File: config.mk
export PLATFORM = sky130hd
export DESIGN_NAME = hsv_to_rgb_converter
export DESIGN_NICKNAME = d
export VERILOG_FILES = /design/src/rtl/core/hsvc_pkg.sv /design/src/rtl/core/hsvc_hue_split.sv /design/src/rtl/core/hsvc_numer.sv /design/src/rtl/core/hsvc_lane_div.sv /design/src/rtl/core/hsv_to_rgb_converter.sv
export SDC_FILE = /design/constraint.sdc
export NUM_CORES = 2
export LEC_CHECK = 0
export ABC_AREA = 1
export BUFFER_PORTS_ARGS = -buffer_cell sky130_fd_sc_hd__clkbuf_2
export CAP_MARGIN = 25
export CORE_MARGIN = 5
export CORE_UTILIZATION = 65
export CTS_CLUSTER_DIAMETER = 30
export DETAILED_ROUTE_END_ITERATION = 6
export PLACE_DENSITY_LB_ADDON = 0.08
export REMOVE_ABC_BUFFERS = 1
export SLEW_MARGIN = 20
export SYNTH_ARGS = -nofsm -noshare
export SYNTH_HDL_FRONTEND = slang
export SYNTH_SLANG_ARGS = --single-unit
File: constraint.sdc
create_clock -name i_clk -period 6.5 [get_ports i_clk]
set_input_delay 0.65 -clock i_clk [delete_from_list [all_inputs] [get_ports i_clk]]
set_output_delay 0.65 -clock i_clk [all_outputs]
set_load 0.01 [all_outputs]
File: src/rtl/core/hsvc_pkg.sv
// hsvc_pkg: shared constants, widths, sector codes and the stage-load struct
// for the HSV to RGB pipeline. No dependencies.
package hsvc_pkg;

    // beat layout
    localparam int HUE_W    = 9;
    localparam int PCT_W    = 7;
    localparam int CHAN_W   = 8;
    localparam int IN_TDATA_W  = 24;
    localparam int OUT_TDATA_W = 24;

    // hue decomposition: hue / 60 as (hue * 1093) >> 16, exact for 9-bit hue
    localparam int SECTOR_DEG   = 60;
    localparam int NUM_SECTORS  = 6;
    localparam int HUE_RECIP    = 1093;
    localparam int HUE_RECIP_SH = 16;
    localparam int HUE_PROD_W   = 20;
    localparam int QUO_W        = 4;
    localparam int HM_W         = 6;
    localparam int SECT_W       = 3;

    // sector codes
    localparam logic [SECT_W-1:0] SECT_RED_YEL = 3'd0;
    localparam logic [SECT_W-1:0] SECT_YEL_GRN = 3'd1;
    localparam logic [SECT_W-1:0] SECT_GRN_CYN = 3'd2;
    localparam logic [SECT_W-1:0] SECT_CYN_BLU = 3'd3;
    localparam logic [SECT_W-1:0] SECT_BLU_MAG = 3'd4;
    localparam logic [SECT_W-1:0] SECT_MAG_RED = 3'd5;

    // channel scaling: chan = floor(255*B*num / 600000), num <= 6000
    localparam int PCT_MAX    = 100;
    localparam int FULL_SCALE = 255;
    localparam int NUM_FULL   = SECTOR_DEG * PCT_MAX;            // 6000
    localparam int DIV_DEN    = SECTOR_DEG * PCT_MAX * PCT_MAX;  // 600000
    localparam int SCALED_W   = 15;   // 255*100
    localparam int NUM_W      = 13;   // 6000
    localparam int X_W        = SCALED_W + NUM_W;  // 153e6 fits in 28
    localparam int DIV_SHIFT  = 48;
    localparam longint unsigned DIV_RECIP =
        ((64'd1 << DIV_SHIFT) + 64'(DIV_DEN) - 64'd1) / 64'(DIV_DEN);
    localparam int RECIP_W    = 29;
    localparam int PROD_W     = X_W + RECIP_W;

    // channel lanes
    localparam int NUM_LANES = 4;
    localparam int LANE_V = 0;
    localparam int LANE_P = 1;
    localparam int LANE_Q = 2;
    localparam int LANE_T = 3;

    // per-stage load enables
    typedef struct packed {
        logic ld1;
        logic ld2;
        logic ld3;
        logic ld4;
        logic ld5;
        logic ld6;
    } t_stage_en;

    function automatic logic [PCT_W-1:0] pct_clamp(input logic [PCT_W-1:0] x);
        pct_clamp = (x > PCT_W'(PCT_MAX)) ? PCT_W'(PCT_MAX) : x;
    endfunction

endpackage

File: src/rtl/core/hsvc_hue_split.sv
// hsvc_hue_split: stages 1-2, hue into sector and offset within sector.
// Depends on hsvc_pkg.
module hsvc_hue_split
    import hsvc_pkg::*;
(
    input  logic              i_clk,
    input  t_stage_en         i_en,
    input  logic [HUE_W-1:0]  i_hue,
    output logic [HM_W-1:0]   o_hm,
    output logic [SECT_W-1:0] o_sector
);

    logic [HUE_W-1:0]      r_hue;
    logic [QUO_W-1:0]      r_quo;
    logic [HUE_PROD_W-1:0] n_prod;
    logic [HUE_W-1:0]      n_rem;
    logic [HM_W-1:0]       r_hm;
    logic [SECT_W-1:0]     r_sector;
    logic [SECT_W-1:0]     n_sector;

    // stage 1: quotient by reciprocal
    assign n_prod = HUE_PROD_W'(i_hue) * HUE_PROD_W'(HUE_RECIP);

    always_ff @(posedge i_clk) begin
        if (i_en.ld1) begin
            r_hue <= i_hue;
            r_quo <= n_prod[HUE_RECIP_SH +: QUO_W];
        end
    end

    // stage 2: remainder and quotient mod 6 (quotient never above 8)
    assign n_rem    = r_hue - HUE_W'(r_quo) * HUE_W'(SECTOR_DEG);
    assign n_sector = (r_quo >= QUO_W'(NUM_SECTORS)) ?
                      SECT_W'(r_quo - QUO_W'(NUM_SECTORS)) : SECT_W'(r_quo);

    always_ff @(posedge i_clk) begin
        if (i_en.ld2) begin
            r_hm     <= n_rem[HM_W-1:0];
            r_sector <= n_sector;
        end
    end

    assign o_hm     = r_hm;
    assign o_sector = r_sector;

endmodule

File: src/rtl/core/hsvc_numer.sv
// hsvc_numer: stages 1-3, clamps S and B, forms 255*B and the four
// numerators over 600000 for v, p, q and t. Depends on hsvc_pkg.
module hsvc_numer
    import hsvc_pkg::*;
(
    input  logic                 i_clk,
    input  t_stage_en            i_en,
    input  logic [PCT_W-1:0]     i_saturation,
    input  logic [PCT_W-1:0]     i_brightness,
    input  logic [HM_W-1:0]      i_hm,       // stage 2 output of hue split
    output logic [SCALED_W-1:0]  o_scaled,
    output logic [NUM_W-1:0]     o_num [NUM_LANES]
);

    logic [PCT_W-1:0]    n_s, n_b;
    logic [PCT_W-1:0]    r_s1, r_s2;
    logic [SCALED_W-1:0] r_scaled1, r_scaled2, r_scaled3;
    logic [NUM_W-1:0]    r_nump1, r_nump2;
    logic [NUM_W-1:0]    n_hms;
    logic [NUM_W-1:0]    r_num [NUM_LANES];

    assign n_s = pct_clamp(i_saturation);
    assign n_b = pct_clamp(i_brightness);

    // stage 1
    always_ff @(posedge i_clk) begin
        if (i_en.ld1) begin
            r_s1      <= n_s;
            r_scaled1 <= SCALED_W'(FULL_SCALE) * SCALED_W'(n_b);
            r_nump1   <= NUM_W'(NUM_FULL) - NUM_W'(SECTOR_DEG) * NUM_W'(n_s);
        end
    end

    // stage 2: align with hue offset
    always_ff @(posedge i_clk) begin
        if (i_en.ld2) begin
            r_s2      <= r_s1;
            r_scaled2 <= r_scaled1;
            r_nump2   <= r_nump1;
        end
    end

    // stage 3: hm*S, then q = 6000 - hm*S, t = 6000 - 60S + hm*S
    assign n_hms = NUM_W'(i_hm) * NUM_W'(r_s2);

    always_ff @(posedge i_clk) begin
        if (i_en.ld3) begin
            r_scaled3     <= r_scaled2;
            r_num[LANE_V] <= NUM_W'(NUM_FULL);
            r_num[LANE_P] <= r_nump2;
            r_num[LANE_Q] <= NUM_W'(NUM_FULL) - n_hms;
            r_num[LANE_T] <= r_nump2 + n_hms;
        end
    end

    assign o_scaled = r_scaled3;
    assign o_num    = r_num;

endmodule

File: src/rtl/core/hsvc_lane_div.sv
// hsvc_lane_div: stages 4-5 of one channel lane, floor(scaled*num/600000)
// by an exact reciprocal multiply. Depends on hsvc_pkg.
module hsvc_lane_div
    import hsvc_pkg::*;
(
    input  logic                i_clk,
    input  t_stage_en           i_en,
    input  logic [SCALED_W-1:0] i_scaled,
    input  logic [NUM_W-1:0]    i_num,
    output logic [CHAN_W-1:0]   o_chan
);

    logic [X_W-1:0]    r_x;
    logic [PROD_W-1:0] n_prod;
    logic [CHAN_W-1:0] r_chan;

    // stage 4
    always_ff @(posedge i_clk) begin
        if (i_en.ld4) begin
            r_x <= X_W'(i_scaled) * X_W'(i_num);
        end
    end

    // stage 5: x < 2^28 and rounding error of the reciprocal < 2^20 keep it exact
    assign n_prod = PROD_W'(r_x) * PROD_W'(DIV_RECIP[RECIP_W-1:0]);

    always_ff @(posedge i_clk) begin
        if (i_en.ld5) begin
            r_chan <= n_prod[DIV_SHIFT +: CHAN_W];
        end
    end

    assign o_chan = r_chan;

endmodule

File: src/rtl/core/hsv_to_rgb_converter.sv
// hsv_to_rgb_converter: hue/saturation/brightness beat in, 8-bit RGB beat out.
// Throughput one beat per cycle while m_axis_tready is high, set by the
// six-stage pipeline with a valid bit per stage.
// Stalls back up stage by stage; bubbles are squeezed out under backpressure.
// Reset (i_rst_n, synchronous, active low) clears only the stage valid bits.
// Depends on hsvc_pkg, hsvc_hue_split, hsvc_numer, hsvc_lane_div.
module hsv_to_rgb_converter
    import hsvc_pkg::*;
(
    input  logic                   i_clk,
    input  logic                   i_rst_n,
    input  logic                   s_axis_tvalid,
    output logic                   s_axis_tready,
    // [8:0] hue, [15:9] saturation, [22:16] brightness, [23] zero
    input  logic [IN_TDATA_W-1:0]  s_axis_tdata,
    output logic                   m_axis_tvalid,
    input  logic                   m_axis_tready,
    // [7:0] red, [15:8] green, [23:16] blue
    output logic [OUT_TDATA_W-1:0] m_axis_tdata
);

    localparam int NUM_STAGES = 6;

    // Stage map:
    //   1: clamp S/B, 255*B, 6000-60S, hue quotient by reciprocal
    //   2: hue offset hm and sector
    //   3: hm*S and the q/t numerators
    //   4: 255*B times each numerator (four lanes)
    //   5: reciprocal divide by 600000 per lane
    //   6: sector mux into the output register

    logic [HUE_W-1:0]    w_hue;
    logic [PCT_W-1:0]    w_sat, w_bri;
    logic [HM_W-1:0]     w_hm;
    logic [SECT_W-1:0]   w_sector2;
    logic [SCALED_W-1:0] w_scaled;
    logic [NUM_W-1:0]    w_num [NUM_LANES];
    logic [CHAN_W-1:0]   w_chan [NUM_LANES];

    logic [NUM_STAGES-1:0] r_valid;
    logic [NUM_STAGES-1:0] w_ready;
    t_stage_en             w_en;

    logic [SECT_W-1:0]     r_sector3, r_sector4, r_sector5;
    logic [CHAN_W-1:0]     r_red, r_green, r_blue;
    logic [CHAN_W-1:0]     n_red, n_green, n_blue;

    assign w_hue = s_axis_tdata[HUE_W-1:0];
    assign w_sat = s_axis_tdata[HUE_W +: PCT_W];
    assign w_bri = s_axis_tdata[HUE_W+PCT_W +: PCT_W];

    // ---------------------------------------------------------------
    // Pipeline control: a stage takes a new beat when it is empty or
    // its contents move on in the same cycle.
    // ---------------------------------------------------------------
    always_comb begin
        w_ready[NUM_STAGES-1] = !r_valid[NUM_STAGES-1] || m_axis_tready;
        for (int k = NUM_STAGES-2; k >= 0; k--) begin
            w_ready[k] = !r_valid[k] || w_ready[k+1];
        end
    end

    assign w_en.ld1 = w_ready[0];
    assign w_en.ld2 = w_ready[1];
    assign w_en.ld3 = w_ready[2];
    assign w_en.ld4 = w_ready[3];
    assign w_en.ld5 = w_ready[4];
    assign w_en.ld6 = w_ready[5];

    always_ff @(posedge i_clk) begin
        if (!i_rst_n) begin
            r_valid <= '0;
        end else begin
            if (w_ready[0]) begin
                r_valid[0] <= s_axis_tvalid;
            end
            for (int k = 1; k < NUM_STAGES; k++) begin
                if (w_ready[k]) begin
                    r_valid[k] <= r_valid[k-1];
                end
            end
        end
    end

    assign s_axis_tready = w_ready[0];
    assign m_axis_tvalid = r_valid[NUM_STAGES-1];

    // ---------------------------------------------------------------
    // Datapath
    // ---------------------------------------------------------------
    hsvc_hue_split u_hue_split (
        .i_clk    (i_clk),
        .i_en     (w_en),
        .i_hue    (w_hue),
        .o_hm     (w_hm),
        .o_sector (w_sector2)
    );

    hsvc_numer u_numer (
        .i_clk        (i_clk),
        .i_en         (w_en),
        .i_saturation (w_sat),
        .i_brightness (w_bri),
        .i_hm         (w_hm),
        .o_scaled     (w_scaled),
        .o_num        (w_num)
    );

    for (genvar g = 0; g < NUM_LANES; g++) begin : g_lane
        hsvc_lane_div u_lane_div (
            .i_clk    (i_clk),
            .i_en     (w_en),
            .i_scaled (w_scaled),
            .i_num    (w_num[g]),
            .o_chan   (w_chan[g])
        );
    end

    // sector rides along with the lanes
    always_ff @(posedge i_clk) begin
        if (w_en.ld3) begin
            r_sector3 <= w_sector2;
        end
        if (w_en.ld4) begin
            r_sector4 <= r_sector3;
        end
        if (w_en.ld5) begin
            r_sector5 <= r_sector4;
        end
    end

    // stage 6: pick (v,p,q,t) per sector
    always_comb begin
        case (r_sector5)
            SECT_RED_YEL: begin
                n_red = w_chan[LANE_V]; n_green = w_chan[LANE_T]; n_blue = w_chan[LANE_P];
            end
            SECT_YEL_GRN: begin
                n_red = w_chan[LANE_Q]; n_green = w_chan[LANE_V]; n_blue = w_chan[LANE_P];
            end
            SECT_GRN_CYN: begin
                n_red = w_chan[LANE_P]; n_green = w_chan[LANE_V]; n_blue = w_chan[LANE_T];
            end
            SECT_CYN_BLU: begin
                n_red = w_chan[LANE_P]; n_green = w_chan[LANE_Q]; n_blue = w_chan[LANE_V];
            end
            SECT_BLU_MAG: begin
                n_red = w_chan[LANE_T]; n_green = w_chan[LANE_P]; n_blue = w_chan[LANE_V];
            end
            default: begin  // magenta to red
                n_red = w_chan[LANE_V]; n_green = w_chan[LANE_P]; n_blue = w_chan[LANE_Q];
            end
        endcase
    end

    always_ff @(posedge i_clk) begin
        if (w_en.ld6) begin
            r_red   <= n_red;
            r_green <= n_green;
            r_blue  <= n_blue;
        end
    end

    assign m_axis_tdata = {r_blue, r_green, r_red};

    // ---------------------------------------------------------------
    // Assertions
    // ---------------------------------------------------------------

    // a full pipeline with a stalled output must refuse input
    a_full_stall: assert property (@(posedge i_clk) disable iff (!i_rst_n)
        (&r_valid) && !m_axis_tready |-> !s_axis_tready)
        else $error("input accepted while pipeline full and stalled");

    // hue reciprocal must give a valid sector and offset
    a_hue_split: assert property (@(posedge i_clk) disable iff (!i_rst_n)
        r_valid[1] |-> (w_sector2 < SECT_W'(NUM_SECTORS)) && (w_hm < HM_W'(SECTOR_DEG)))
        else $error("hue split out of range");

    // q and t numerators never exceed full scale
    a_num_range: assert property (@(posedge i_clk) disable iff (!i_rst_n)
        r_valid[2] |-> (w_num[LANE_Q] <= NUM_W'(NUM_FULL)) &&
                       (w_num[LANE_T] <= NUM_W'(NUM_FULL)))
        else $error("channel numerator above full scale");

    // stage 5 holding a beat it cannot pass on keeps it
    a_hold_valid: assert property (@(posedge i_clk) disable iff (!i_rst_n)
        r_valid[NUM_STAGES-2] && !w_ready[NUM_STAGES-1] |=> r_valid[NUM_STAGES-2])
        else $error("beat lost in stage 5 under stall");

endmodule

==> results.toml <==
[detailed_routing]
via_per_inst = 5.47
routed-wl-met3_um = 20900
initialDrtViolationCount = 5009
final_antenna_net_count = 0
top_layer = "met4"
via_count = 66078
drt_drc_violations_left = 0
sum_of_routed_wire_length_over_all_layers_um = 236000
met1Wirelength_um = 101000
met2WireLength_um = 106000
wire_per_inst_um = 19.5
firstDrtPassIters = 6

[synth]
mapped_cell_area_um2 = 88700
synthTopCellsByArea = "fa_1 (37%), ha_1 (20%), inv_1 (13%)"
synth_seq_cells = 308
netlist_top_cells_count = "inv_1 (3186), fa_1 (1649), nand2_1 (1641)"
postSynthCellCount = 10128
synthesis.area_per_instance_um2 = 8.76
synthArstFlopShare = 0
number_of_enable_flip_flop_cells_after_synthesis = 302
synth_warnings = 0
synth.yosys.seq_area_share = 0.104
post_synth_num_cell_types = 58
synth_top_area_frac = 0.372
netlist.top_cell.by_area = "fa_1"
synthMostInstantiatedCell = "inv_1"
synth_top_flop_cell = "edfxtp_1"

[floorplan]
die_w_um = 379
num_io_pins = 54
core_area_um2 = 136000
fp-row-count = 135
dieArea_um2 = 144000
floorplan.initialDensity = 0.654
die_height_um = 379

[worst_hold_path]
min_delay_worst_type = "input port to flip-flop"
count_of_cells_along_the_worst_hold_path = 3

[place]
dp.final_hpwl_um = 208000
port_buffers = 52
finalWeightedCongestion = 1.01

[global_routing]
first_pass_grt_wire_length_um = 375000
maximum_number_of_pins_on_one_net_before_global_route_repair = 56
antenna_found_initial = 4
first_global_vias = 69146
grt_util_all_layers = 0.338
overflow = 0

[timing]
finalCriticalPeriod_ns = 6.27
finalSetupViolCount = 0
max_slew_violation_count = 0
rsz_0062_raised_after_global_routing = "no"
final_min_period_over_clock_period = 0.964
max_slew_margin = 0.258
tns_ns = 0
finalClockSkew_ns = 0.0646
report.final.hold_viol_count = 0
max_freq_mhz = 160
max_slew.worst_pin.slew_ns = 1.11

[final_layout]
multi_input_gate_area_um2 = 67100
utilization = 0.695
proportion_of_layout_cells_with_a_drive_suffix_above_1 = 0.0345
flow.area_growth_from_synthesis_pct = 6.31
n_fill_cell = 10948
sequential_cell_area_um2 = 9190
nets = 13314

[clock_network]
cts.hold.buffers_added = 0
tritoncts = "yes"
cts_inserted_buffers = 75
cts-root-buf = "clkbuf_16"
cts.reportedPaths.clkPinSlew_ns = 0.05
clock_sink_count = 308
cts-htree-levels = 3
clk-insertion-delay-late_ns = 0.68
max-clock-path-buffers = 3

[worst_setup_path]
worst-path-max-fanout = 6
critical_path_required_ns = 6.89
critical_path_class = "flip-flop to flip-flop"
endpoint_kind = "flip-flop"
sort_of_element_at_the_start_of_the_critical_path = "flip-flop"
critPathArrivalTime_ns = 6.66
count_of_cells_along_the_worst_register_to_register_path = 21

[run]
max_cap_violations = 0

[run_status]
status = "finished, final reports clean"
## placed cells by master, fill, tap and decap left out, types with 8 or more instances in the layout
master / instances
buf_4: 88
ha_1: 1405
o2111ai_1: 8
nand2_1: 1639
clkbuf_2: 52
o21bai_1: 105
inv_6: 8
o21a_1: 12
nor2_1: 428
o22ai_1: 13
inv_1: 3182
a31oi_1: 17
o21ai_0: 155
a21o_1: 39
edfxtp_1: 302
clkinv_4: 9
clkinvlp_4: 10
bufinv_16: 13
inv_2: 11
nor3_1: 49
nand4_1: 90
nand2_2: 13
fa_1: 1649
a21oi_1: 338
nor4_1: 18
xnor2_1: 97
nand3_1: 197
nor2_2: 14
clkbuf_16: 75
o211ai_1: 9
xor2_1: 132
nand3b_1: 15
## cells by family (layout without fill, tap and decap cells)
family          count (synthesis)  count (layout)  share of synthesized area
xor+xnor                      233             233                     0.0233
simple gates                 2493            2493                      0.115
fa+ha+maj                    3054            3054                      0.570
buf+inv                      3314            3481                      0.140
flops                         308             308                      0.104
compound gates                726             726                     0.0476
other cells                     0               3                          0
## sequential cells by signal, indices dropped and copies added, names as in the netlist, 4 cells and up
signal	flops
u_hue_split.o_hm	6
u_hue_split.r_hue	6
u_numer.o_num	36
u_numer.r_s2	6
g_lane.u_lane_div.r_x	105
u_numer.r_nump1	10
u_hue_split.r_quo	4
r_blue	8
u_numer.o_scaled	15
r_red	8
u_numer.r_s1	6
u_numer.r_scaled2	15
g_lane.u_lane_div.o_chan	32
r_valid	6
r_green	8
u_numer.r_nump2	10
u_numer.r_scaled1	15
## through the flow
stage / setup WS, ns / instance area, um^2 / hold slack [ns] / cells
floorplan: 0.947 / 88300 / 0.400 / 10010
global placement: 0.311 / 91500 / 0.401 / 11932
detailed placement: 0.275 / 91500 / 0.405 / 11933
CTS: 0.279 / 94300 / 0.202 / 12073
global route: 0.00898 / 94300 / 0.212 / 12076
finish: 0.233 / 94300 / 0.238 / 12079
## repair_timing
action | CTS | global route
setup endpoints to repair | 0 | 6
setup buffers | 0 | 3
gates resized for setup | 0 | 4
## final timing paths
path	from	slack, ns	endpoint
worst max-delay path	g_lane[1].u_lane_div.r_x[8]$_DFFE_PP_	0.23	g_lane[1].u_lane_div.o_chan[5]$_DFFE_PP_
worst max register to register	g_lane[1].u_lane_div.r_x[8]$_DFFE_PP_	0.23	g_lane[1].u_lane_div.o_chan[5]$_DFFE_PP_
worst min register to register	u_numer.r_scaled1[9]$_DFFE_PP_	0.41	u_numer.r_scaled2[9]$_DFFE_PP_
worst min-delay path	s_axis_tvalid	0.24	r_valid[0]$_SDFFE_PN0P_
## worst max-delay path: stages, from the launching register on
cell,delay (ns)
edfxtp_1,0.55
inv_1,0.19
fa_1,0.57
fa_1,0.59
inv_1,0.06
fa_1,0.51
fa_1,0.60
fa_1,0.46
fa_1,0.49
inv_1,0.05
fa_1,0.47
inv_1,0.05
ha_1,0.30
nand2_1,0.15
nor2_1,0.23
nand4_1,0.15
nor2_1,0.16
nand2_1,0.06
nor2_1,0.09
nand2_1,0.08
nand4_1,0.08
nand2_1,0.09
## layout make-up
cell class | instances | area share
Timing Repair Buffer | 145 | 0.0108
Inverter | 3196 | 0.127
Clock buffer | 79 | 0.0201
Tap cell | 1781 | 0.0236
Clock inverter | 61 | 0.00934
Antenna cell | 3 | 0.0000796
Multi-Input combinational cell | 6506 | 0.711
Sequential cell | 308 | 0.0974
## routing by layer
layer | global-route usage | vias up
li1 | - | 30449
met5 | 0 | -
met3 | 0.0700 | 452
met4 | 0.107 | 0
met1 | 0.481 | 32708
met2 | 0.526 | 2469
Power is not shown: default switching activity piles up to over one toggle a cycle in this logic, so the estimate is an artifact.
